<file path="config.mk">
export PLATFORM = sky130hd
export DESIGN_NAME = utf8_punct_fold_and_trailing_ws_trim_unit
export DESIGN_NICKNAME = d
export VERILOG_FILES = /design/src/hw/rtl/upf_pkg.sv /design/src/hw/rtl/upf_ctrl.sv /design/src/hw/rtl/upf_dp.sv /design/src/hw/rtl/utf8_punct_fold_and_trailing_ws_trim_unit.sv
export SDC_FILE = /design/constraint.sdc
export NUM_CORES = 1
export LEC_CHECK = 0
export BUFFER_PORTS_ARGS = -buffer_cell sky130_fd_sc_hd__buf_4
export CORE_ASPECT_RATIO = 2
export CORE_MARGIN = 2
export CORE_UTILIZATION = 65
export DETAILED_ROUTE_END_ITERATION = 16
export PLACE_DENSITY = 0.82
export SYNTH_ARGS = -nofsm -noshare
export SYNTH_HDL_FRONTEND = slang
export SYNTH_SLANG_ARGS = --single-unit
</file>
<file path="constraint.sdc">
create_clock -name clk_i -period 10.9 [get_ports clk_i]
set_input_delay 1.09 -clock clk_i [delete_from_list [all_inputs] [get_ports clk_i]]
set_output_delay 1.09 -clock clk_i [all_outputs]
set_load 0.1 [all_outputs]
</file>
<file path="src/hw/rtl/upf_pkg.sv">
// shared types, byte codes and the fold decision for the utf-8 punctuation folder
// no dependencies; imported by upf_ctrl, upf_dp and the top level
package upf_pkg;

  localparam int unsigned WsRunDepthDef = 32;

  // lead and continuation bytes of the folded sequences
  localparam logic [7:0] LeadC2    = 8'hC2;
  localparam logic [7:0] LeadE2    = 8'hE2;
  localparam logic [7:0] LeadE3    = 8'hE3;
  localparam logic [7:0] NbspTail  = 8'hA0;
  localparam logic [7:0] Cont80    = 8'h80;
  localparam logic [7:0] Cont81    = 8'h81;
  localparam logic [7:0] Cont88    = 8'h88;
  localparam logic [7:0] Tail92    = 8'h92;
  localparam logic [7:0] Tail9F    = 8'h9F;
  localparam logic [7:0] TailAF    = 8'hAF;
  localparam logic [7:0] DashLo    = 8'h90;
  localparam logic [7:0] DashHi    = 8'h95;
  localparam logic [7:0] SquoteLo  = 8'h98;
  localparam logic [7:0] SquoteHi  = 8'h9B;
  localparam logic [7:0] DquoteLo  = 8'h9C;
  localparam logic [7:0] DquoteHi  = 8'h9F;
  localparam logic [7:0] SpaceLo   = 8'h82;
  localparam logic [7:0] SpaceHi   = 8'h8A;

  // ascii results
  localparam logic [7:0] ChSpace   = 8'h20;
  localparam logic [7:0] ChTab     = 8'h09;
  localparam logic [7:0] ChNewline = 8'h0A;
  localparam logic [7:0] ChDash    = 8'h2D;
  localparam logic [7:0] ChSquote  = 8'h27;
  localparam logic [7:0] ChDquote  = 8'h22;
  localparam logic [7:0] ChNone    = 8'h00;

  typedef struct packed {
    logic       hold;  // prefix may still complete, keep it
    logic [7:0] ch;    // byte handed to the trimmer
    logic [1:0] adv;   // window bytes consumed
  } step_dec_t;

  typedef struct packed {
    logic load;    // take a new word into the window
    logic step;    // run one trimmer step on the window
    logic finish;  // window spent or prefix held, save leftovers
    logic eos;     // send the end marker
  } ctrl_cmd_t;

  typedef struct packed {
    logic done;      // window fully consumed
    logic hold;      // window head waits for more bytes
    logic last;      // current word ends the stream
    logic out_free;  // output register can take a word
  } ctrl_sts_t;

  function automatic logic [7:0] fold3(input logic [7:0] b0, input logic [7:0] b1,
                                       input logic [7:0] b2);
    logic [7:0] r;
    r = ChNone;
    if (b0 == LeadE2 && b1 == Cont80) begin
      if (b2 >= DashLo && b2 <= DashHi) r = ChDash;
      else if (b2 >= SquoteLo && b2 <= SquoteHi) r = ChSquote;
      else if (b2 >= DquoteLo && b2 <= DquoteHi) r = ChDquote;
      else if ((b2 >= SpaceLo && b2 <= SpaceHi) || b2 == TailAF) r = ChSpace;
    end else if (b0 == LeadE2 && b1 == Cont88 && b2 == Tail92) begin
      r = ChDash;
    end else if (b0 == LeadE2 && b1 == Cont81 && b2 == Tail9F) begin
      r = ChSpace;
    end else if (b0 == LeadE3 && b1 == Cont80 && b2 == Cont80) begin
      r = ChSpace;
    end
    return r;
  endfunction

  // decision at the head of the window; rem counts valid bytes from b0 on
  function automatic step_dec_t fold_step(input logic [7:0] b0, input logic [7:0] b1,
                                          input logic [7:0] b2, input logic [1:0] rem,
                                          input logic fin);
    step_dec_t  r;
    logic [1:0] need;
    logic       ok;
    logic [7:0] f;
    r.hold = 1'b0;
    r.ch   = b0;
    r.adv  = 2'd1;
    need   = 2'd1;
    ok     = 1'b0;
    f      = fold3(b0, b1, b2);
    if (b0 == LeadC2) begin
      if (rem >= 2'd2 && b1 == NbspTail) begin
        r.ch  = ChSpace;
        r.adv = 2'd2;
      end else if (rem < 2'd2) begin
        need = 2'd2;
      end
    end else if (b0 == LeadE2 || b0 == LeadE3) begin
      if (rem < 2'd2) begin
        need = 2'd2;
      end else begin
        ok = (b0 == LeadE2) ? (b1 == Cont80 || b1 == Cont81 || b1 == Cont88)
                            : (b1 == Cont80);
        if (ok) begin
          if (rem < 2'd3) begin
            need = 2'd3;
          end else if (f != ChNone) begin
            r.ch  = f;
            r.adv = 2'd3;
          end
        end
      end
    end
    if (need > 2'd1 && !fin) r.hold = 1'b1;
    return r;
  endfunction

endpackage

</file>
<file path="src/hw/rtl/upf_ctrl.sv">
// sequencer of the punctuation folder: load, step, finish, end marker
// depends on upf_pkg for the command and status structs
module upf_ctrl (
  input  logic                clk_i,
  input  logic                rst_ni,
  input  logic                in_valid_i,
  output logic                in_stall_o,
  input  upf_pkg::ctrl_sts_t  sts_i,
  output upf_pkg::ctrl_cmd_t  cmd_o
);
  import upf_pkg::*;

  localparam logic [1:0] StIdle = 2'd0;
  localparam logic [1:0] StRun  = 2'd1;
  localparam logic [1:0] StEos  = 2'd2;

  logic [1:0] state_q, state_d;

  assign in_stall_o = (state_q != StIdle);

  always_comb begin
    state_d = state_q;
    cmd_o   = '0;
    case (state_q)
      StIdle: begin
        if (in_valid_i) begin
          cmd_o.load = 1'b1;
          state_d    = StRun;
        end
      end
      StRun: begin
        if (sts_i.done || sts_i.hold) begin
          cmd_o.finish = 1'b1;
          state_d      = sts_i.last ? StEos : StIdle;
        end else if (sts_i.out_free) begin
          cmd_o.step = 1'b1;
        end
      end
      StEos: begin
        if (sts_i.out_free) begin
          cmd_o.eos = 1'b1;
          state_d   = StIdle;
        end
      end
      default: begin
        state_d = StIdle;
      end
    endcase
  end

  always_ff @(posedge clk_i or negedge rst_ni) begin
    if (!rst_ni) begin
      state_q <= StIdle;
    end else begin
      state_q <= state_d;
    end
  end

  cmd_exclusive_a: assert property (@(posedge clk_i) disable iff (!rst_ni)
    $onehot0({cmd_o.load, cmd_o.step, cmd_o.finish, cmd_o.eos}))
    else $error("more than one command at once");

  load_only_idle_a: assert property (@(posedge clk_i) disable iff (!rst_ni)
    cmd_o.load |=> state_q == StRun)
    else $error("load did not start a run");

  eos_after_last_a: assert property (@(posedge clk_i) disable iff (!rst_ni)
    (cmd_o.finish && sts_i.last) |=> state_q == StEos)
    else $error("last word finished without end marker");

endmodule

</file>
<file path="src/hw/rtl/upf_dp.sv">
// datapath of the punctuation folder: byte window, held prefix, pending
// whitespace queue and output register; depends on upf_pkg
module upf_dp #(
  parameter int unsigned WS_RUN_DEPTH = upf_pkg::WsRunDepthDef
) (
  input  logic                clk_i,
  input  logic                rst_ni,
  input  upf_pkg::ctrl_cmd_t  cmd_i,
  output upf_pkg::ctrl_sts_t  sts_o,
  input  logic [7:0]          in_byte_i,
  input  logic                in_last_i,
  output logic                out_valid_o,
  input  logic                out_stall_i,
  output logic [7:0]          out_byte_o,
  output logic                byte_valid_o,
  output logic                end_of_stream_o,
  output logic                ws_overflow_o
);
  import upf_pkg::*;

  localparam int unsigned CW = $clog2(WS_RUN_DEPTH + 1);
  localparam logic [CW-1:0] DepthC = CW'(WS_RUN_DEPTH);
  localparam logic [CW-1:0] DepthM1C = CW'(WS_RUN_DEPTH - 1);

  // window and held prefix
  logic [7:0] win0_q, win0_d, win1_q, win1_d, win2_q, win2_d;
  logic [1:0] win_n_q, win_n_d, pos_q, pos_d;
  logic       last_q, last_d;
  logic [7:0] hold0_q, hold0_d, hold1_q, hold1_d;
  logic [1:0] held_cnt_q, held_cnt_d;

  // pending whitespace run, head at bit 0, 1 = tab
  logic [WS_RUN_DEPTH-1:0] kind_q, kind_d, kind_sh;
  logic [CW-1:0]           cnt_q, cnt_d, wr_idx;
  logic                    wr_en, wr_tab, do_shift;

  // output register
  logic       out_valid_q, out_valid_d;
  logic [7:0] out_byte_q, out_byte_d;
  logic       bv_q, bv_d, eos_q, eos_d, ovf_q, ovf_d;
  logic       ld;

  logic [7:0] b0, b1, b2;
  logic [1:0] rem;
  step_dec_t  dec;
  logic       done, ch_ws, out_free;
  logic [7:0] head_byte;

  always_comb begin
    case (pos_q)
      2'd0: begin
        b0 = win0_q; b1 = win1_q; b2 = win2_q;
      end
      2'd1: begin
        b0 = win1_q; b1 = win2_q; b2 = 8'h00;
      end
      2'd2: begin
        b0 = win2_q; b1 = 8'h00; b2 = 8'h00;
      end
      default: begin
        b0 = 8'h00; b1 = 8'h00; b2 = 8'h00;
      end
    endcase
  end

  assign rem       = win_n_q - pos_q;
  assign done      = (pos_q == win_n_q);
  assign dec       = fold_step(b0, b1, b2, rem, last_q);
  assign ch_ws     = (dec.ch == ChSpace) || (dec.ch == ChTab);
  assign out_free  = !out_valid_q || !out_stall_i;
  assign head_byte = kind_q[0] ? ChTab : ChSpace;

  assign sts_o.done     = done;
  assign sts_o.hold     = !done && dec.hold;
  assign sts_o.last     = last_q;
  assign sts_o.out_free = out_free;

  always_comb begin
    win0_d     = win0_q;
    win1_d     = win1_q;
    win2_d     = win2_q;
    win_n_d    = win_n_q;
    pos_d      = pos_q;
    last_d     = last_q;
    hold0_d    = hold0_q;
    hold1_d    = hold1_q;
    held_cnt_d = held_cnt_q;
    cnt_d      = cnt_q;
    wr_en      = 1'b0;
    wr_tab     = 1'b0;
    wr_idx     = cnt_q;
    do_shift   = 1'b0;
    ld         = 1'b0;
    out_byte_d = out_byte_q;
    bv_d       = bv_q;
    eos_d      = eos_q;
    ovf_d      = ovf_q;

    if (cmd_i.load) begin
      pos_d  = 2'd0;
      last_d = in_last_i;
      case (held_cnt_q)
        2'd1: begin
          win0_d = hold0_q; win1_d = in_byte_i; win_n_d = 2'd2;
        end
        2'd2: begin
          win0_d = hold0_q; win1_d = hold1_q; win2_d = in_byte_i; win_n_d = 2'd3;
        end
        default: begin
          win0_d = in_byte_i; win_n_d = 2'd1;
        end
      endcase
    end

    if (cmd_i.step) begin
      bv_d  = 1'b1;
      eos_d = 1'b0;
      ovf_d = 1'b0;
      if (ch_ws) begin
        wr_en  = 1'b1;
        wr_tab = (dec.ch == ChTab);
        pos_d  = pos_q + dec.adv;
        if (cnt_q >= DepthC) begin
          // queue full: oldest entry leaves flagged
          ld         = 1'b1;
          out_byte_d = head_byte;
          ovf_d      = 1'b1;
          do_shift   = 1'b1;
          wr_idx     = DepthM1C;
        end else begin
          cnt_d = cnt_q + 1'b1;
        end
      end else if (dec.ch == ChNewline) begin
        cnt_d      = '0;
        ld         = 1'b1;
        out_byte_d = dec.ch;
        pos_d      = pos_q + dec.adv;
      end else if (cnt_q != '0) begin
        // release the pending run first, one byte per step
        ld         = 1'b1;
        out_byte_d = head_byte;
        do_shift   = 1'b1;
        cnt_d      = cnt_q - 1'b1;
      end else begin
        ld         = 1'b1;
        out_byte_d = dec.ch;
        pos_d      = pos_q + dec.adv;
      end
    end

    if (cmd_i.finish) begin
      hold0_d    = b0;
      hold1_d    = b1;
      held_cnt_d = (!last_q && !done && dec.hold) ? rem : 2'd0;
      if (last_q) cnt_d = '0;
    end

    if (cmd_i.eos) begin
      ld         = 1'b1;
      out_byte_d = 8'h00;
      bv_d       = 1'b0;
      eos_d      = 1'b1;
      ovf_d      = 1'b0;
    end
  end

  always_comb begin
    kind_sh = do_shift ? (kind_q >> 1) : kind_q;
    kind_d  = kind_sh;
    for (int j = 0; j < WS_RUN_DEPTH; j++) begin
      if (wr_en && (CW'(j) == wr_idx)) kind_d[j] = wr_tab;
    end
  end

  assign out_valid_d = ld ? 1'b1 : (out_stall_i ? out_valid_q : 1'b0);

  always_ff @(posedge clk_i or negedge rst_ni) begin
    if (!rst_ni) begin
      pos_q       <= 2'd0;
      win_n_q     <= 2'd0;
      last_q      <= 1'b0;
      held_cnt_q  <= 2'd0;
      cnt_q       <= '0;
      out_valid_q <= 1'b0;
    end else begin
      pos_q       <= pos_d;
      win_n_q     <= win_n_d;
      last_q      <= last_d;
      held_cnt_q  <= held_cnt_d;
      cnt_q       <= cnt_d;
      out_valid_q <= out_valid_d;
    end
  end

  always_ff @(posedge clk_i) begin
    win0_q     <= win0_d;
    win1_q     <= win1_d;
    win2_q     <= win2_d;
    hold0_q    <= hold0_d;
    hold1_q    <= hold1_d;
    kind_q     <= kind_d;
    out_byte_q <= out_byte_d;
    bv_q       <= bv_d;
    eos_q      <= eos_d;
    ovf_q      <= ovf_d;
  end

  assign out_valid_o     = out_valid_q;
  assign out_byte_o      = out_byte_q;
  assign byte_valid_o    = bv_q;
  assign end_of_stream_o = eos_q;
  assign ws_overflow_o   = ovf_q;

  run_bounded_a: assert property (@(posedge clk_i) disable iff (!rst_ni)
    cnt_q <= DepthC)
    else $error("pending run beyond queue depth");

  held_bounded_a: assert property (@(posedge clk_i) disable iff (!rst_ni)
    held_cnt_q <= 2'd2)
    else $error("more than two held prefix bytes");

  pos_bounded_a: assert property (@(posedge clk_i) disable iff (!rst_ni)
    pos_q <= win_n_q)
    else $error("window position past its end");

  eos_marker_a: assert property (@(posedge clk_i) disable iff (!rst_ni)
    cmd_i.eos |=> out_valid_q && eos_q && !bv_q && !ovf_q)
    else $error("end marker not loaded");

endmodule

</file>
<file path="src/hw/rtl/utf8_punct_fold_and_trailing_ws_trim_unit.sv">
// utf-8 punctuation folder with trailing whitespace trim, one word at a time
// each accepted word is loaded, run for s trimmer steps and finished, then the end
// marker follows if it closed the stream; the next word waits for all of this; s =
// trimmer steps, one per result or fold, and a pending run flushes one byte per step
// reset: asynchronous active low, clears held prefix, pending run and output valid
// depends on upf_pkg, upf_ctrl, upf_dp
module utf8_punct_fold_and_trailing_ws_trim_unit #(
  parameter int unsigned WS_RUN_DEPTH = upf_pkg::WsRunDepthDef
) (
  input  logic       clk_i,
  input  logic       rst_ni,
  // input word channel
  input  logic       in_valid_i,
  output logic       in_stall_o,
  input  logic [7:0] in_byte_i,
  input  logic       in_last_i,
  // result word channel
  output logic       out_valid_o,
  input  logic       out_stall_i,
  output logic [7:0] out_byte_o,
  output logic       byte_valid_o,
  output logic       end_of_stream_o,
  output logic       ws_overflow_o
);
  import upf_pkg::*;

  // the controller walks each accepted word through a small window: the
  // held prefix bytes (at most two) followed by the new byte. every step
  // looks at the window head, folds a matched sequence to one ascii byte
  // and hands it to the trimmer, which either queues whitespace, drops the
  // queue on a newline, or drains the queue ahead of any other byte.
  ctrl_cmd_t cmd;
  ctrl_sts_t sts;

  // sequencer: idle -> run (steps until the window is spent or a prefix
  // must wait) -> end marker when the word closed the stream
  upf_ctrl u_ctrl (
    .clk_i      (clk_i),
    .rst_ni     (rst_ni),
    .in_valid_i (in_valid_i),
    .in_stall_o (in_stall_o),
    .sts_i      (sts),
    .cmd_o      (cmd)
  );

  // window, held prefix, pending whitespace queue and the output register;
  // the output register lets a finished word wait while the next step runs
  // only once it has been taken
  upf_dp #(
    .WS_RUN_DEPTH (WS_RUN_DEPTH)
  ) u_dp (
    .clk_i           (clk_i),
    .rst_ni          (rst_ni),
    .cmd_i           (cmd),
    .sts_o           (sts),
    .in_byte_i       (in_byte_i),
    .in_last_i       (in_last_i),
    .out_valid_o     (out_valid_o),
    .out_stall_i     (out_stall_i),
    .out_byte_o      (out_byte_o),
    .byte_valid_o    (byte_valid_o),
    .end_of_stream_o (end_of_stream_o),
    .ws_overflow_o   (ws_overflow_o)
  );

endmodule
</file>
# Word-level counts from Yosys, hierarchy flattened
# Cells that the tools add are included.
op_classes:
  addsub: 4
  order_cmp: 13
  n_eq_ne: 57
  n_mux: 111
  n_reduce_logical: 103
ops:
  columns: ["cell", "n"]
  rows:
  - ["5-bit by 6-bit == test with 1-bit output, first input constant", 16]
  - ["8-bit two-way mux", 12]
  - ["8-bit == test, second input constant", 11]
  - ["6-bit two-way mux", 13]
  - ["10-bit two-way mux", 7]
  - ["2-bit nonzero test", 34]
  - ["1-bit two-way mux", 55]
  - ["4-bit by 6-bit == test with 1-bit output, first input constant", 8]
  - ["1-bit logical AND", 48]
  - ["2-bit two-way mux", 18]
  - ["8-bit >= comparator, second input constant", 4]
  - ["8-bit <= comparator, second input constant", 4]
  - ["32-bit two-way mux", 1]
  - ["8-bit one-hot mux with 2 select lines", 2]
  - ["3-bit by 6-bit == test with 1-bit output, first input constant", 4]
  - ["8-bit one-hot mux with 3 select lines", 1]
  - ["8-bit by 4-bit == test with 1-bit output, second input constant", 2]
  - ["2-bit by 6-bit == test with 1-bit output, first input constant", 2]
  - ["8-bit by 6-bit == test with 1-bit output, second input constant", 1]
  - ["8-bit nonzero test", 1]
  - ["1-bit logical OR", 7]
  - ["6-bit by 1-bit adder with 6-bit output, second input constant", 1]
  - ["1-bit by 6-bit == test with 1-bit output, first input constant", 1]
  - ["2-bit by 1-bit == test with 1-bit output, second input constant", 3]
  - ["other kinds (20)", 32]
word_totals:
  register_bits: 99
  input_bits: 13
  output_inout_bits: 13
  wordCells: 336

# Logic depth before layout (Yosys ltp)
# Gate-level depths: netlist of run 1.
depth:
  word_depth: 24
  mapped_depth: 14
  ltp_nobuf: 11

# Modules after synthesis
# A second synthesis of run 1 with hierarchy kept.
hier_totals:
  hier_cells: 562
  hier_area_um2: 5935.7
by_module_without_submodules:
  columns: ["mod", "n_inst", "cells_per_inst", "area_per_inst_um2", "seq_area_each_um2"]
  rows:
  - ["upf_dp", 1, 545, 5805.6, 2732.6]
  - ["upf_ctrl", 1, 17, 130.1, 50.0]

# Worst setup path after synthesis of run 1
# No wires, ideal clock.
synth_path:
  path_type: "register to register"
  from: "register u_dp.win2_q[0]"
  to: "register u_dp.kind_q[18], data pin"
  setup_time_ns: 0.262
  arrival_time_ns: 3.516
  required_ns: 10.638
  setup_slack_ns: 7.122
  stages_incl_launch_ff: 13
  n_path_buf: 3
  period_less_slack_ns: 3.778
  cell_sequence: "edfxtp_1 > buf_6 > or4b_1 > or4b_1 > a211oi_2 > a2bb2oi_2 > a21oi_1 > or4b_1 > buf_2 > nor3_4 > buf_6 > nand3_1 > mux2_1"
synth_between:
  elab_chain_cells: 23
  word_cells_on_any_way: 79
  classes_between: "9 x order compare; 14 x eq/ne; 34 x mux; 22 x reduce/logical"
synth_rtl:
  columns: ["item", "line", "text"]
  rows:
  - ["start, declared", "upf_dp.sv:26", "logic [7:0] win0_q, win0_d, win1_q, win1_d, win2_q, win2_d;"]
  - ["start signal, assigned", "upf_dp.sv:198", "win2_q <= win2_d;"]
  - ["8-bit two-way mux", "upf_dp.sv:50", "case (pos_q)"]
  - ["8-bit >= comparator or 8-bit <= comparator (tied branches)", "upf_pkg.sv:64", "else if ((b2 >= SpaceLo && b2 <= SpaceHi) || b2 == TailAF) r = ChSpace;"]
  - ["1-bit logical AND", "upf_pkg.sv:64", null]
  - ["1-bit logical OR", "upf_pkg.sv:64", null]
  - ["6-bit two-way mux", "upf_pkg.sv:64", null]
  - ["8-bit two-way mux", "upf_pkg.sv:63", "else if (b2 >= DquoteLo && b2 <= DquoteHi) r = ChDquote;"]
  - ["8-bit two-way mux", "upf_pkg.sv:62", "else if (b2 >= SquoteLo && b2 <= SquoteHi) r = ChSquote;"]
  - ["8-bit two-way mux", "upf_pkg.sv:61", "if (b2 >= DashLo && b2 <= DashHi) r = ChDash;"]
  - ["[... 8 more ...]", null, null]
  - ["8-bit by 6-bit == test with 1-bit output or 8-bit by 4-bit == test with 1-bit output (tied branches)", "upf_dp.sv:69, upf_dp.sv:121", null]
  - ["1-bit logical OR", "upf_dp.sv:69", "assign ch_ws = (dec.ch == ChSpace) || (dec.ch == ChTab);"]
  - ["6-bit two-way mux", "upf_dp.sv:119", "if (ch_ws) begin"]
  - ["6-bit two-way mux", "upf_dp.sv:115", "if (cmd_i.step) begin"]
  - ["5-bit by 6-bit == test with 1-bit output", "upf_dp.sv:171", "if (wr_en && (CW'(j) == wr_idx)) kind_d[j] = wr_tab;"]
  - ["1-bit logical AND", "upf_dp.sv:171", null]
  - ["1-bit two-way mux (*)", "upf_dp.sv:171", null]
  - ["named net u_dp.kind_d[18]", "upf_dp.sv:33", "logic [WS_RUN_DEPTH-1:0] kind_q, kind_d, kind_sh;"]
  - ["end signal, assigned", "upf_dp.sv:201", "kind_q <= kind_d;"]
  - ["end, declared", "upf_dp.sv:33", null]
# The timed path passes the listed nets; every way through them passes the cells marked *.
# A chain may end at the register's enable or synchronous reset.

# Worst setup path in the final report of run 1
layout_path:
  from: "register u_dp.pos_q[1]"
  to: "register u_dp.kind_q[13], data pin"
layout_between:
  elab_chain_cells: 24
  word_cells_on_any_way: 90
  classes_between: "1 x add/sub; 12 x order compare; 17 x eq/ne; 36 x mux; 24 x reduce/logical"
layout_rtl:
  columns: ["item", "line", "text"]
  rows:
  - ["start, declared", "upf_dp.sv:27", "logic [1:0] win_n_q, win_n_d, pos_q, pos_d;"]
  - ["start signal, assigned", "upf_dp.sv:186", "pos_q <= pos_d;"]
  - ["2-bit logical NOT", "upf_dp.sv:50", null]
  - ["8-bit two-way mux", "upf_dp.sv:50", null]
  - ["8-bit >= comparator or 8-bit <= comparator (tied branches)", "upf_pkg.sv:64", null]
  - ["1-bit logical AND", "upf_pkg.sv:64", null]
  - ["1-bit logical OR", "upf_pkg.sv:64", null]
  - ["6-bit two-way mux", "upf_pkg.sv:64", null]
  - ["8-bit two-way mux", "upf_pkg.sv:63", null]
  - ["8-bit two-way mux", "upf_pkg.sv:62", null]
  - ["[... 9 more ...]", null, null]
  - ["8-bit by 6-bit == test with 1-bit output or 8-bit by 4-bit == test with 1-bit output (tied branches)", "upf_dp.sv:69, upf_dp.sv:121", null]
  - ["1-bit logical OR", "upf_dp.sv:69", null]
  - ["6-bit two-way mux", "upf_dp.sv:119", null]
  - ["6-bit two-way mux", "upf_dp.sv:115", null]
  - ["4-bit by 6-bit == test with 1-bit output", "upf_dp.sv:171", null]
  - ["1-bit logical AND", "upf_dp.sv:171", null]
  - ["1-bit two-way mux (*)", "upf_dp.sv:171", null]
  - ["named net u_dp.kind_d[13]", "upf_dp.sv:33", null]
# Marks and branches as above.

==> metrics.csv, run 1 <==
stage,metric,value,unit
global_route,GRT met1 Usage,29.4,%
global_route,GR met3 Demand/Resource,4.45,%
synthesis,Synth Area in Compound Gates,14.9,%
setup_path,Reg2Reg Capture Point,u_dp.kind_q[13]$_DFFE_PP_,
clock_tree,clock-pin slew on the worst setup and hold paths,0.08,ns
global_route,GR Overflow Total,0,
global_route,pin count of the biggest net entering global routing,56,
placement,IO Port Bufs,25,
die,Die Wd,71.2,microns
clock_tree,Post-CTS Resized,0,
route,DRC violations left,0,
hold_path,Hold EP,u_dp.end_of_stream_o$_SDFFE_PP1P_,
synthesis,mux contribution to synthesized area,12.1,%
clock_tree,Worst-Skew Late Latency,0.35,ns
route,routed vias/inst,6.92,
die,die area,0.00984,sq mm
route,Vias,4657,
setup_path,"Data required, critical path",11.00,ns
setup_path,RR Startpoint,u_dp.pos_q[1]$_DFF_PN0_,
layout,n_diodes,0,
global_route,first-pass GRT wire length,23.8,mm
timing,RSZ-0062 raised after global routing,false,
clock_tree,clk buf depth,2,
synthesis,largest family of logic cells by synthesized area,simple AND/OR/NAND/NOR gates,
die,core area,0.00889,sq mm
route,antenna-violating nets left,0,
timing,Period minus WS final,4.98,ns
layout,final net count,587,
hold_path,Tightest Hold Check Type,flop to flop,
synthesis,post-synthesis cell type count,72,
timing,Post-Route Skew,0.00964,ns
setup_path,Startpoint Class,flop,
placement,DP HPWL,11.5,mm
synthesis,Synth Warn #,0,
power,Pwr per Cell Area,260,mW/mm^2
clock_tree,post-CTS setup buffer count,0,
synthesis,Async SR Flop Fraction,16.2,%
timing,Max Slew Vio Count,0,
run,max_cap viols,0,
hold_path,hold_sp,u_dp.end_of_stream_o$_SDFFE_PP1P_,
global_route,initial antenna violation count,0,
synthesis,Area contributors post-synth,"edfxtp_1 (37%), mux2_2 (9.0%), dfrtp_1 (6.8%)",
setup_path,path depth of the worst reg2reg path,10,
synthesis,synthesized instance count,566,
setup_path,Crit Path Max Fanout,28,
synthesis,"EDFF count, synth",72,
timing,fmax,201,MHz
global_route,Tot GR Track Use,31.5,%
setup_path,"Arr. time, crit path",5.08,ns
synthesis,ys flop type,edfxtp_1,
power,Pwr Total,1.65,mW
timing,setup violators final,0,
die,Initial Utilization,66.0,%
layout,"most common cell after layout, fill and taps aside",edfxtp_1,
synthesis,Synth Area in XOR/XNOR,0.747,%
layout,area delta synth->final,8.26,%
die,DIE HEIGHT,138,microns
hold_path,hold path depth,2,
clock_tree,CTS Buf Count,9,
global_route,busiest grt layer,met2,
placement,GPL Wtd Cong,0.924,
timing,endpoints failing hold,0,
layout,layout cells sized above 1,19.3,%
global_route,vias in the first global route,4723,
synthesis,largest area contributor in the netlist,edfxtp_1,
synthesis,Adder-Cell Fraction of Synth Area,1.71,%
timing,setup TNS,0,ns
timing,Max-slew headroom,26.7,%
die,num rows,49,
die,IO Count,26,
route,post-detailed-routing wire length,15.4,mm
route,TritonRoute pass-1 iters,5,
clock_tree,Clock Sinks,99,
synthesis,#FFs+latches synth,99,
layout,FILL cells,634,
setup_path,Crit Path Category,flop to flop,
route,initial drt markers,380,
synthesis,"Seq/Total Area, Yosys",47.5,%
route,DR WL/cell,22.8,microns
power,Static Leak,2.27,nW
synthesis,Post-Syn Area,0.00586,sq mm
synthesis,post-synth top area share,36.9,%
global_route,GR Layer Usage met2,58.9,%
clock_tree,hold_buf cts,0,
setup_path,r2r setup slk,5.92,ns
power,maximum vdd drop,0.149,mV
timing,Slew @ Worst Pin,1.10,ns
setup_path,CP Capture Type,flop,
synthesis,synthesized area per cell,10.4,sq um
layout,most frequent cells in the layout,"edfxtp_1 (72), mux2_2 (47), o21ai_0 (43)",
synthesis,Post-Syn Nets,587,
clock_tree,htree depth,3,
status,status,"complete, no violations",
clock_tree,CTS tree,yes,
synthesis,simple-gate area share of the yosys netlist,17.8,%
clock_tree,root buffer cell,clkbuf_16,
timing,final critical-path share of the clock period,45.7,%
-- metal layers --
metal | routed length [microns] | share of wire [%]
met2 | 8620 | 56
met1 | 5050 | 33
met4 | 1150 | 7.5
met5 | 0 | 0
met3 | 548 | 3.6
-- critical path, stage by stage (launching register included) --
cell and delay (ns):
dfrtp_1 0.36, buf_4 0.24, nor2b_2 0.45, nand4b_1 0.26, a2111oi_1 0.91, a31o_2 0.26
a21oi_1 0.05, or4b_1 0.85, nor4_4 0.73, o211ai_1 0.26, mux2_2 0.35
-- cell families (layout without fill, tap and decap cells) --
group / Yosys count / in the layout
AO/OA/AOI/OAI: 129 / 129
AND/OR/NAND/NOR: 190 / 190
buffers and inverters: 70 / 75
multiplexers: 65 / 65
XOR/XNOR: 5 / 5
flip-flops: 99 / 99
adder cells (fa/ha/maj): 8 / 8
-- final cells by class --
cell class	count	area, sq um	area share, %
clock inverter	7	95.1	1.50
timing repair buffer	31	233	3.67
tap	102	128	2.01
sequential	99	2780	43.8
multi-input combinational	397	2780	43.8
inverter	28	105	1.66
clock buffer	9	225	3.55
-- worst max-delay path by stage --
stage | startpoint | to | slack (ns) | depth (start not counted)
after floorplan | u_dp.win2_q[0]$_DFFE_PP_ | u_dp.kind_q[18]$_DFFE_PP_ | 7.12 | 12
after detailed placement | u_dp.pos_q[1]$_DFF_PN0_ | u_dp.kind_q[13]$_DFFE_PP_ | 6.04 | 10
after global routing | u_dp.pos_q[1]$_DFF_PN0_ | u_dp.kind_q[12]$_DFFE_PP_ | 5.72 | 10
after CTS | u_dp.pos_q[1]$_DFF_PN0_ | u_dp.kind_q[12]$_DFFE_PP_ | 6.01 | 10
after global placement | u_dp.pos_q[1]$_DFF_PN0_ | u_dp.kind_q[28]$_DFFE_PP_ | 6.09 | 10
final | u_dp.pos_q[1]$_DFF_PN0_ | u_dp.kind_q[13]$_DFFE_PP_ | 5.92 | 10
-- registers in the layout, summed over array words and instances (netlist names) --
signal,count
u_dp.win2_q,8
u_dp.out_byte_o,8
u_dp.win0_q,8
u_dp.hold1_q,8
u_dp.win_n_q,2
u_dp.win1_q,8
u_dp.ws_overflow_o,1
u_dp.cnt_q,6
u_dp.hold0_q,8
u_dp.held_cnt_q,2
u_dp.end_of_stream_o,1
u_dp.pos_q,2
u_dp.byte_valid_o,1
u_dp.out_valid_o,1
u_dp.last_q,1
u_dp.kind_q,32
u_ctrl.state_q,2
-- synth_stat cells, drive strengths merged, types with 3 or more instances --
library cell	n
a21o	3
nor3b	3
or4	5
o31ai	3
dfxtp	11
clkinv	3
mux2i	17
ha	8
or3	4
a311oi	3
nand4	19
nor2	37
a211oi	7
a31oi	5
a21oi	20
mux2	48
o21ai	47
dfrtp	16
nor3	19
inv	25
a32oi	3
a2bb2oi	7
and3	6
nand3b	3
or4b	3
or2	3
nand2b	6
edfxtp	72
a32o	3
and2	3
nand3	28
xnor2	3
a221oi	4
buf	20
nand2	32
o211ai	3
clkbuf	22
nand4b	4
nor4	9
-- per-stage QoR --
| step | worst slack, ns | util [%] | area [sq um] | hold WS [ns] | cells |
|---|---|---|---|---|---|
| after detailed placement | 6.04 | 67.8 | 6030 | 0.440 | 657 |
| final | 5.92 | 71.4 | 6350 | 0.452 | 673 |
| after floorplan | 7.12 | - | 5860 | 0.450 | 566 |
| after global routing | 5.72 | 71.4 | 6350 | 0.473 | 673 |
| after global placement | 6.09 | 67.8 | 6030 | 0.431 | 657 |
| after CTS | 6.01 | 71.4 | 6350 | 0.454 | 673 |
-- where the power goes --
part	switching (mW)	leakage [nW]	total (mW)	internal, mW
logic	0.480	1.16	0.681	0.202
clock network	0.150	0.157	0.334	0.185
registers	0.0719	0.959	0.632	0.560
Power figures use the tool's default switching activity.
==> run 2: changes to the inputs <==
- ABC_AREA: default -> 1
- CORE_UTILIZATION: 65 -> 56
- PLACE_DENSITY: 0.82 -> 0.74
- clock period: 10.9 -> 4.5 ns (I/O delays scaled with it)
==> metrics.csv, run 2 <==
stage,metric,value,unit,change
status,status,"complete, no violations",,
setup_path,"Arr. time, crit path",4.18,ns,-0.90 ns
route,initial drt markers,434,,+14%
layout,"Most flops, register",u_dp.kind_q,,
route,Vias,4999,,+7.3%
synthesis,Post-Syn Area,0.00589,sq mm,+0.43%
clock_tree,clock-pin slew on the worst setup and hold paths,0.07,ns,about the same
power,Pwr Total,4.47,mW,+170%
layout,"most common cell after layout, fill and taps aside",nand2_1,,
timing,final critical-path share of the clock period,90.3,%,+45 points
global_route,vias in the first global route,4607,,-2.5%
synthesis,top-count cell post-synth,nand2_1,,
synthesis,Async SR Flop Fraction,16.2,%,unchanged
route,DRC violations left,0,,unchanged
timing,Post-Route Skew,0.0127,ns,+0.00303 ns
synthesis,"Seq/Total Area, Yosys",47.3,%,-0.20 points
die,core area,0.0103,sq mm,+16%
clock_tree,clk buf depth,2,,unchanged
run,max_cap viols,0,,unchanged
layout,most frequent cells in the layout,"nand2_1 (213), nand3_1 (88), edfxtp_1 (72)",,
placement,DP HPWL,9.55,mm,-17%
setup_path,Worst Path Buf+Inv,1,,unchanged
placement,dpl cell area,0.00616,sq mm,+2.2%
layout,max FFs per register,32,,unchanged
global_route,Tot GR Track Use,24.9,%,-6.6 points
clock_tree,htree depth,3,,unchanged
layout,final net count,778,,+33%
setup_path,Crit path top cell by count,nand2_1,,
power,Static Leak,2.93,nW,+29%
setup_path,"CP delay by family, top",simple AND/OR/NAND/NOR gates,,
layout,Final Cell Area,0.00645,sq mm,+1.7%
global_route,first-pass GRT wire length,22.4,mm,-6.0%
synthesis,Post-Syn Nets,760,,+29%
synthesis,"EDFF count, synth",72,,unchanged
synthesis,largest area contributor in the netlist,edfxtp_1,,
synthesis,synthesized instance count,739,,+31%
setup_path,"Data required, critical path",4.61,ns,-6.39 ns
setup_path,Crit Path Category,flop to flop,,
global_route,GRT met1 Usage,34.4,%,+5.0 points
timing,RSZ-0062 raised after global routing,false,,
clock_tree,post-CTS setup buffer count,0,,unchanged
timing,fmax,246,MHz,+23%
global_route,GR met3 Demand/Resource,4.72,%,+0.28 points
setup_path,"Cell Chain, Critical Path",nor2_4 -> nand2_1 -> o21ai_1 -> nand2_1 -> nor2_2 -> nand2_2 -> nor2_4 -> inv_2 -> nand3_2 -> nand3_2 -> o211ai_1 -> nand3_1 -> o21ai_4 -> nand2_2 -> nand2_2 -> nand2_4 -> nor2_4 -> nand3_1 -> nand2_1 -> nand2_1,,
die,DIE HEIGHT,149,microns,+7.7%
setup_path,Startpoint Class,flop,,
route,routed vias/inst,5.56,,-20%
die,IO Count,26,,unchanged
layout,final core occ,62.4,%,-9.0 points
route,DR WL/cell,14.9,microns,-35%
die,num rows,53,,+8.2%
setup_path,Max stage delay on crit path,0.49,ns,-0.42 ns
placement,IO Port Bufs,25,,unchanged
synthesis,#FFs+latches synth,99,,unchanged
die,die area,0.0114,sq mm,+16%
route,antenna-violating nets left,0,,unchanged
synthesis,Synth Warn #,0,,unchanged
global_route,initial antenna violation count,0,,unchanged
timing,Period minus WS final,4.06,ns,-0.919 ns
global_route,GR Overflow Total,0,,unchanged
clock_tree,Clock Sinks,99,,unchanged
timing,setup TNS,0,ns,unchanged
power,maximum vdd drop,0.550,mV,+270%
route,TritonRoute pass-1 iters,5,,unchanged
hold_path,Tightest Hold Check Type,primary input to flop,,
setup_path,"Slowest-stage cell, CP",dfrtp_1,,
timing,setup violators final,0,,unchanged
layout,n_diodes,0,,unchanged
power,Pwr per Cell Area,693,mW/mm^2,+170%
placement,Placed Cells,882,,+34%
clock_tree,CTS tree,yes,,
synthesis,ys flop type,edfxtp_1,,
synthesis,post-synthesis cell type count,40,,-44%
timing,Max-slew headroom,44.6,%,+18 points
timing,Max Slew Vio Count,0,,unchanged
timing,Slew @ Worst Pin,0.828,ns,-0.269 ns
synthesis,Commonest cells post-synth,"nand2_1 (213), nand3_1 (88), edfxtp_1 (72)",,
global_route,busiest grt layer,met2,,
setup_path,Crit Path Max Fanout,22,,-21%
timing,endpoints failing hold,0,,unchanged
layout,layout cells sized above 1,13.1,%,-6.1 points
layout,Layout Cells excl Fill,899,,+34%
clock_tree,CTS Buf Count,9,,unchanged
clock_tree,root buffer cell,clkbuf_16,,
global_route,pin count of the biggest net entering global routing,33,,-41%
global_route,GR Layer Usage met2,39.8,%,-19 points
clock_tree,Worst-Skew Late Latency,0.35,ns,about the same
layout,area delta synth->final,9.58,%,
setup_path,CP Capture Type,flop,,
die,Die Wd,76.5,microns,+7.5%
synthesis,synthesized area per cell,7.97,sq um,-23%
placement,GPL Wtd Cong,0.934,,+1.1%
synthesis,Area contributors post-synth,"edfxtp_1 (37%), nand2_1 (14%), nand3_1 (7.5%)",,
synthesis,post-synth top area share,36.7,%,-0.16 points
route,post-detailed-routing wire length,13.4,mm,-13%
die,Initial Utilization,56.9,%,-9.0 points
## run 2: cell count changes after synthesis, sizes merged, moves of 14 or more
cell	delta
mux2i	-17
mux2	-48
clkbuf	-15
inv	+50
nand4	+15
nand2	+192
nor3	-14
nand3	+67
nor2	+38
## run 2: worst paths after layout
path / start / to / slack (ns) / cells after the start
setup / recovery: u_dp.pos_q[1]$_DFF_PN0_ / u_dp.kind_q[12]$_DFFE_PP_ / 0.44 / 20
hold / removal: in_byte_i[4] / u_dp.win2_q[4]$_DFFE_PP_ / 0.28 / 1
setup reg to reg: u_dp.pos_q[1]$_DFF_PN0_ / u_dp.kind_q[12]$_DFFE_PP_ / 0.44 / 20
min in group asynchronous: rst_ni / u_dp.pos_q[1]$_DFF_PN0_ / 0.50 / 2
hold reg to reg: u_dp.end_of_stream_o$_SDFFE_PP1P_ / u_dp.end_of_stream_o$_SDFFE_PP1P_ / 0.45 / 2
max in group asynchronous: rst_ni / u_dp.cnt_q[5]$_DFF_PN0_ / 3.81 / 2
## run 2: repair_timing
| item | CTS | global route |
|---|---|---|
| endpoints found under the setup margin | 0 | 49 |
| hold endpoints to repair | 16 | 0 |
| hold buffers | 1 | 0 |
| gates resized for setup | 0 | 1 |
## run 2: layout make-up
cell class | count | area (sq um)
Fill cell | 962 | 3890
Clock buffer | 10 | 229
Sequential cell | 99 | 2780
Clock inverter | 6 | 47.5
Timing Repair Buffer | 39 | 295
Multi-Input combinational cell | 532 | 2640
Tap cell | 137 | 171
Inverter | 76 | 285
## run 2: where the power goes
group	switching (mW)	total [mW]	internal, mW
clock network	0.340	0.721	0.381
logic	1.58	2.15	0.572
registers	0.165	1.60	1.44
## run 2: cell families (layout without fill, tap and decap cells)
| logic type | after synthesis | count (layout) | share of synthesized area (%) |
|---|---|---|---|
| xor gates and xnor gates | 10 | 10 | 1.49 |
| DFF | 99 | 99 | 47.3 |
| AOI/OAI and AO/OA | 74 | 74 | 6.91 |
| adders and majority gates | 8 | 8 | 1.70 |
| buffers and inverters | 108 | 131 | 8.10 |
| and+or+nand+nor | 440 | 440 | 34.6 |
## run 2: worst reg2reg max path: cells and delay by family (launching register included)
family                 cells  cell delay [ns]
buffers and inverters      1             0.05
and+or+nand+nor           16             2.57
DFF                        1             0.49
AOI/OAI and AO/OA          3             0.70
## run 2: per-layer routing
layer  vias up  wire, microns
met4         0            259
met5         -              0
met1      2302           6070
li1       2512              -
met2       164           6330
met3        21            781
## run 2: stage by stage
stage | setup WS [ns] | hold slack, ns
after floorplan | 1.35 | 0.154
after global placement | 0.538 | 0.325
after detailed placement | 0.410 | 0.325
after CTS | 0.396 | 0.274
after global routing | 0.0183 | 0.268
final | 0.435 | 0.278
==> run 3: changes to the inputs <==
--- a/config.mk
+++ b/config.mk
@@ -10,7 +10,7 @@
 export CORE_ASPECT_RATIO = 2
 export CORE_MARGIN = 2
-export CORE_UTILIZATION = 56
+export CORE_UTILIZATION = 62
 export DETAILED_ROUTE_END_ITERATION = 16
-export PLACE_DENSITY = 0.74
+export PLACE_DENSITY = 0.78
 export SYNTH_ARGS = -nofsm -noshare
 export SYNTH_HDL_FRONTEND = slang
==> constraint.sdc (replaced) <==
create_clock -name clk_i -period 4.4 [get_ports clk_i]
set_input_delay 0.44 -clock clk_i [delete_from_list [all_inputs] [get_ports clk_i]]
set_output_delay 0.44 -clock clk_i [all_outputs]
set_load 0.005 [all_outputs]
==> metrics.csv, run 3 (same netlist as run 2, synthesis figures left out) <==
stage,metric,value,unit,change
clock_tree,Clock Sinks,99,,unchanged
setup_path,Crit Path Max Fanout,17,,-23%
clock_tree,CTS tree,yes,,
power,Static Leak,2.98,nW,+1.6%
setup_path,r2r setup slk,0.39,ns,-0.05 ns
placement,dpl cell area,0.00615,sq mm,-0.18%
route,routed vias/inst,5.98,,+7.5%
setup_path,CP Capture Type,flop,,
placement,Placed Cells,853,,-3.3%
layout,final net count,785,,+0.90%
clock_tree,htree depth,3,,unchanged
clock_tree,root buffer cell,clkbuf_16,,
clock_tree,Worst-Skew Late Latency,0.35,ns,about the same
hold_path,hold path depth,1,,unchanged
route,post-detailed-routing wire length,16.6,mm,+24%
timing,worst hold margin,0.273,ns,-0.00432 ns
setup_path,RR Startpoint,u_dp.pos_q[1]$_DFF_PN0_,,
timing,final critical-path share of the clock period,91.2,%,+0.93 points
layout,max FFs per register,32,,unchanged
setup_path,Crit path top cell by count,nand2_1,,
global_route,first-pass GRT wire length,25.3,mm,+13%
setup_path,"Cell Chain, Critical Path",inv_2 -> nand2_1 -> o21ai_1 -> nand2_1 -> nor2_2 -> nand2_2 -> nor2_4 -> inv_2 -> nand3_2 -> nand3_2 -> a21oi_2 -> nand4_1 -> o21ai_2 -> nand2_2 -> nand2_1 -> nand2_4 -> nor2_4 -> nand3_1 -> nand2_1 -> nand2_1,,
power,Pwr per Cell Area,692,mW/mm^2,-0.16%
die,core area,0.00932,sq mm,-9.9%
timing,Period minus WS final,4.01,ns,-0.0496 ns
timing,RSZ-0062 raised after global routing,false,,
global_route,Tot GR Track Use,32.9,%,+8.0 points
route,Vias,5217,,+4.4%
setup_path,"Data required, critical path",4.51,ns,-0.10 ns
die,die area,0.0103,sq mm,-9.3%
layout,"Most flops, register",u_dp.kind_q,,
hold_path,hold_sp,in_byte_i[6],,
timing,fmax,249,MHz,+1.2%
placement,GPL Wtd Cong,1.01,,+8.6%
layout,layout cells sized above 1,14.0,%,+0.92 points
die,Die Wd,72.9,microns,-4.7%
clock_tree,clk buf depth,2,,unchanged
layout,most frequent cells in the layout,"nand2_1 (213), nand3_1 (88), edfxtp_1 (72)",,
timing,Max Slew Vio Count,0,,unchanged
route,TritonRoute pass-1 iters,5,,unchanged
layout,Final Cell Area,0.00652,sq mm,+0.97%
run,max_cap viols,0,,unchanged
timing,Slew @ Worst Pin,0.961,ns,+0.133 ns
layout,area delta synth->final,10.6,%,
route,DR WL/cell,19.0,microns,+27%
route,DRC violations left,0,,unchanged
global_route,vias in the first global route,5138,,+12%
die,num rows,50,,-5.7%
setup_path,Startpoint Class,flop,,
setup_path,"Arr. time, crit path",4.13,ns,-0.05 ns
global_route,pin count of the biggest net entering global routing,33,,unchanged
global_route,initial antenna violation count,0,,unchanged
die,IO Count,26,,unchanged
global_route,GR Overflow Total,0,,unchanged
timing,Post-Route Skew,0.00533,ns,-0.00734 ns
timing,Max-slew headroom,35.7,%,-8.9 points
setup_path,Reg2Reg Capture Point,u_dp.kind_q[9]$_DFFE_PP_,,
route,antenna-violating nets left,0,,unchanged
layout,Layout Cells excl Fill,873,,-2.9%
clock_tree,CTS Buf Count,9,,unchanged
status,status,"complete, no violations",,
placement,DP HPWL,12.6,mm,+32%
layout,"most common cell after layout, fill and taps aside",nand2_1,,
setup_path,"Slowest-stage cell, CP",dfrtp_2,,
timing,endpoints failing hold,0,,unchanged
power,Pwr Total,4.51,mW,+0.81%
placement,IO Port Bufs,25,,unchanged
route,initial drt markers,420,,-3.2%
setup_path,path depth of the worst reg2reg path,20,,unchanged
setup_path,Crit Path Category,flop to flop,,
power,maximum vdd drop,0.424,mV,-23%
hold_path,Hold EP,u_dp.win2_q[6]$_DFFE_PP_,,
die,Initial Utilization,63.2,%,+6.2 points
setup_path,"CP delay by family, top",simple AND/OR/NAND/NOR gates,,
die,DIE HEIGHT,142,microns,-4.8%
clock_tree,clock-pin slew on the worst setup and hold paths,0.07,ns,about the same
setup_path,Max stage delay on crit path,0.50,ns,about the same
setup_path,Worst Path Buf+Inv,2,,+1
hold_path,Tightest Hold Check Type,primary input to flop,,
timing,setup TNS,0,ns,unchanged
layout,n_diodes,0,,unchanged
timing,setup violators final,0,,unchanged
run 3: per-layer routing:
layer  GRT usage [%]  wire length, microns
met5               0                     0
met4            18.9                   947
met3            3.98                   548
met2            65.2                  9830
met1            30.0                  5270
run 3: repair_timing:
action | in CTS | in global routing
hold endpoints to repair | 16 | 0
buffers inserted | 0 | 2
resized for setup | 0 | 2
hold buffers | 1 | 0
setup endpoints to repair | 0 | 32
run 3: worst max path at each step:
stage | start | end | slack, ns | cells after the start
finish | u_dp.pos_q[1]$_DFF_PN0_ | u_dp.kind_q[9]$_DFFE_PP_ | 0.39 | 20
global route | u_dp.pos_q[1]$_DFF_PN0_ | u_dp.kind_q[9]$_DFFE_PP_ | 0.14 | 23
CTS | u_dp.pos_q[0]$_DFF_PN0_ | u_dp.kind_q[20]$_DFFE_PP_ | 0.27 | 24
detailed placement | u_dp.pos_q[0]$_DFF_PN0_ | u_dp.kind_q[20]$_DFFE_PP_ | 0.29 | 20
global placement | u_dp.pos_q[0]$_DFF_PN0_ | u_dp.kind_q[13]$_DFFE_PP_ | 0.43 | 19
floorplan | u_dp.pos_q[0]$_DFF_PN0_ | u_dp.kind_q[29]$_DFFE_PP_ | 1.25 | 22
run 3: power breakdown:
group          switching [mW]  leakage [nW]  total [mW]  internal, mW
Sequential              0.203         0.956        1.68          1.47
Combinational            1.35          1.88        1.97         0.621
Clock                   0.344         0.149       0.858         0.514
Total                    1.90          2.98        4.51          2.61
run 3: final cells by class:
type	count	area, sq um
Clock buffer	12	246
Inverter	76	285
Multi-Input combinational cell	533	2640
Clock inverter	4	75.1
Sequential cell	99	2790
Tap cell	104	130
Timing Repair Buffer	45	353
Fill cell	762	2810
run 3: worst register-to-register path, stage by stage (launching register included):
cell and delay (ns):
dfrtp_2 0.50, inv_2 0.27, nand2_1 0.11, o21ai_1 0.18, nand2_1 0.13, nor2_2 0.29
nand2_2 0.13, nor2_4 0.18, inv_2 0.06, nand3_2 0.07, nand3_2 0.10, a21oi_2 0.23
nand4_1 0.13, o21ai_2 0.33, nand2_2 0.16, nand2_1 0.14, nand2_4 0.11, nor2_4 0.35
nand3_1 0.17, nand2_1 0.10, nand2_1 0.05
run 3: per-stage QoR:
step                      util (%)  worst slack (ns)
final                         69.9             0.385
after CTS                     69.5             0.266
after floorplan                  -              1.25
after detailed placement      65.9             0.294
after global placement        65.9             0.435
after global routing          69.9             0.136
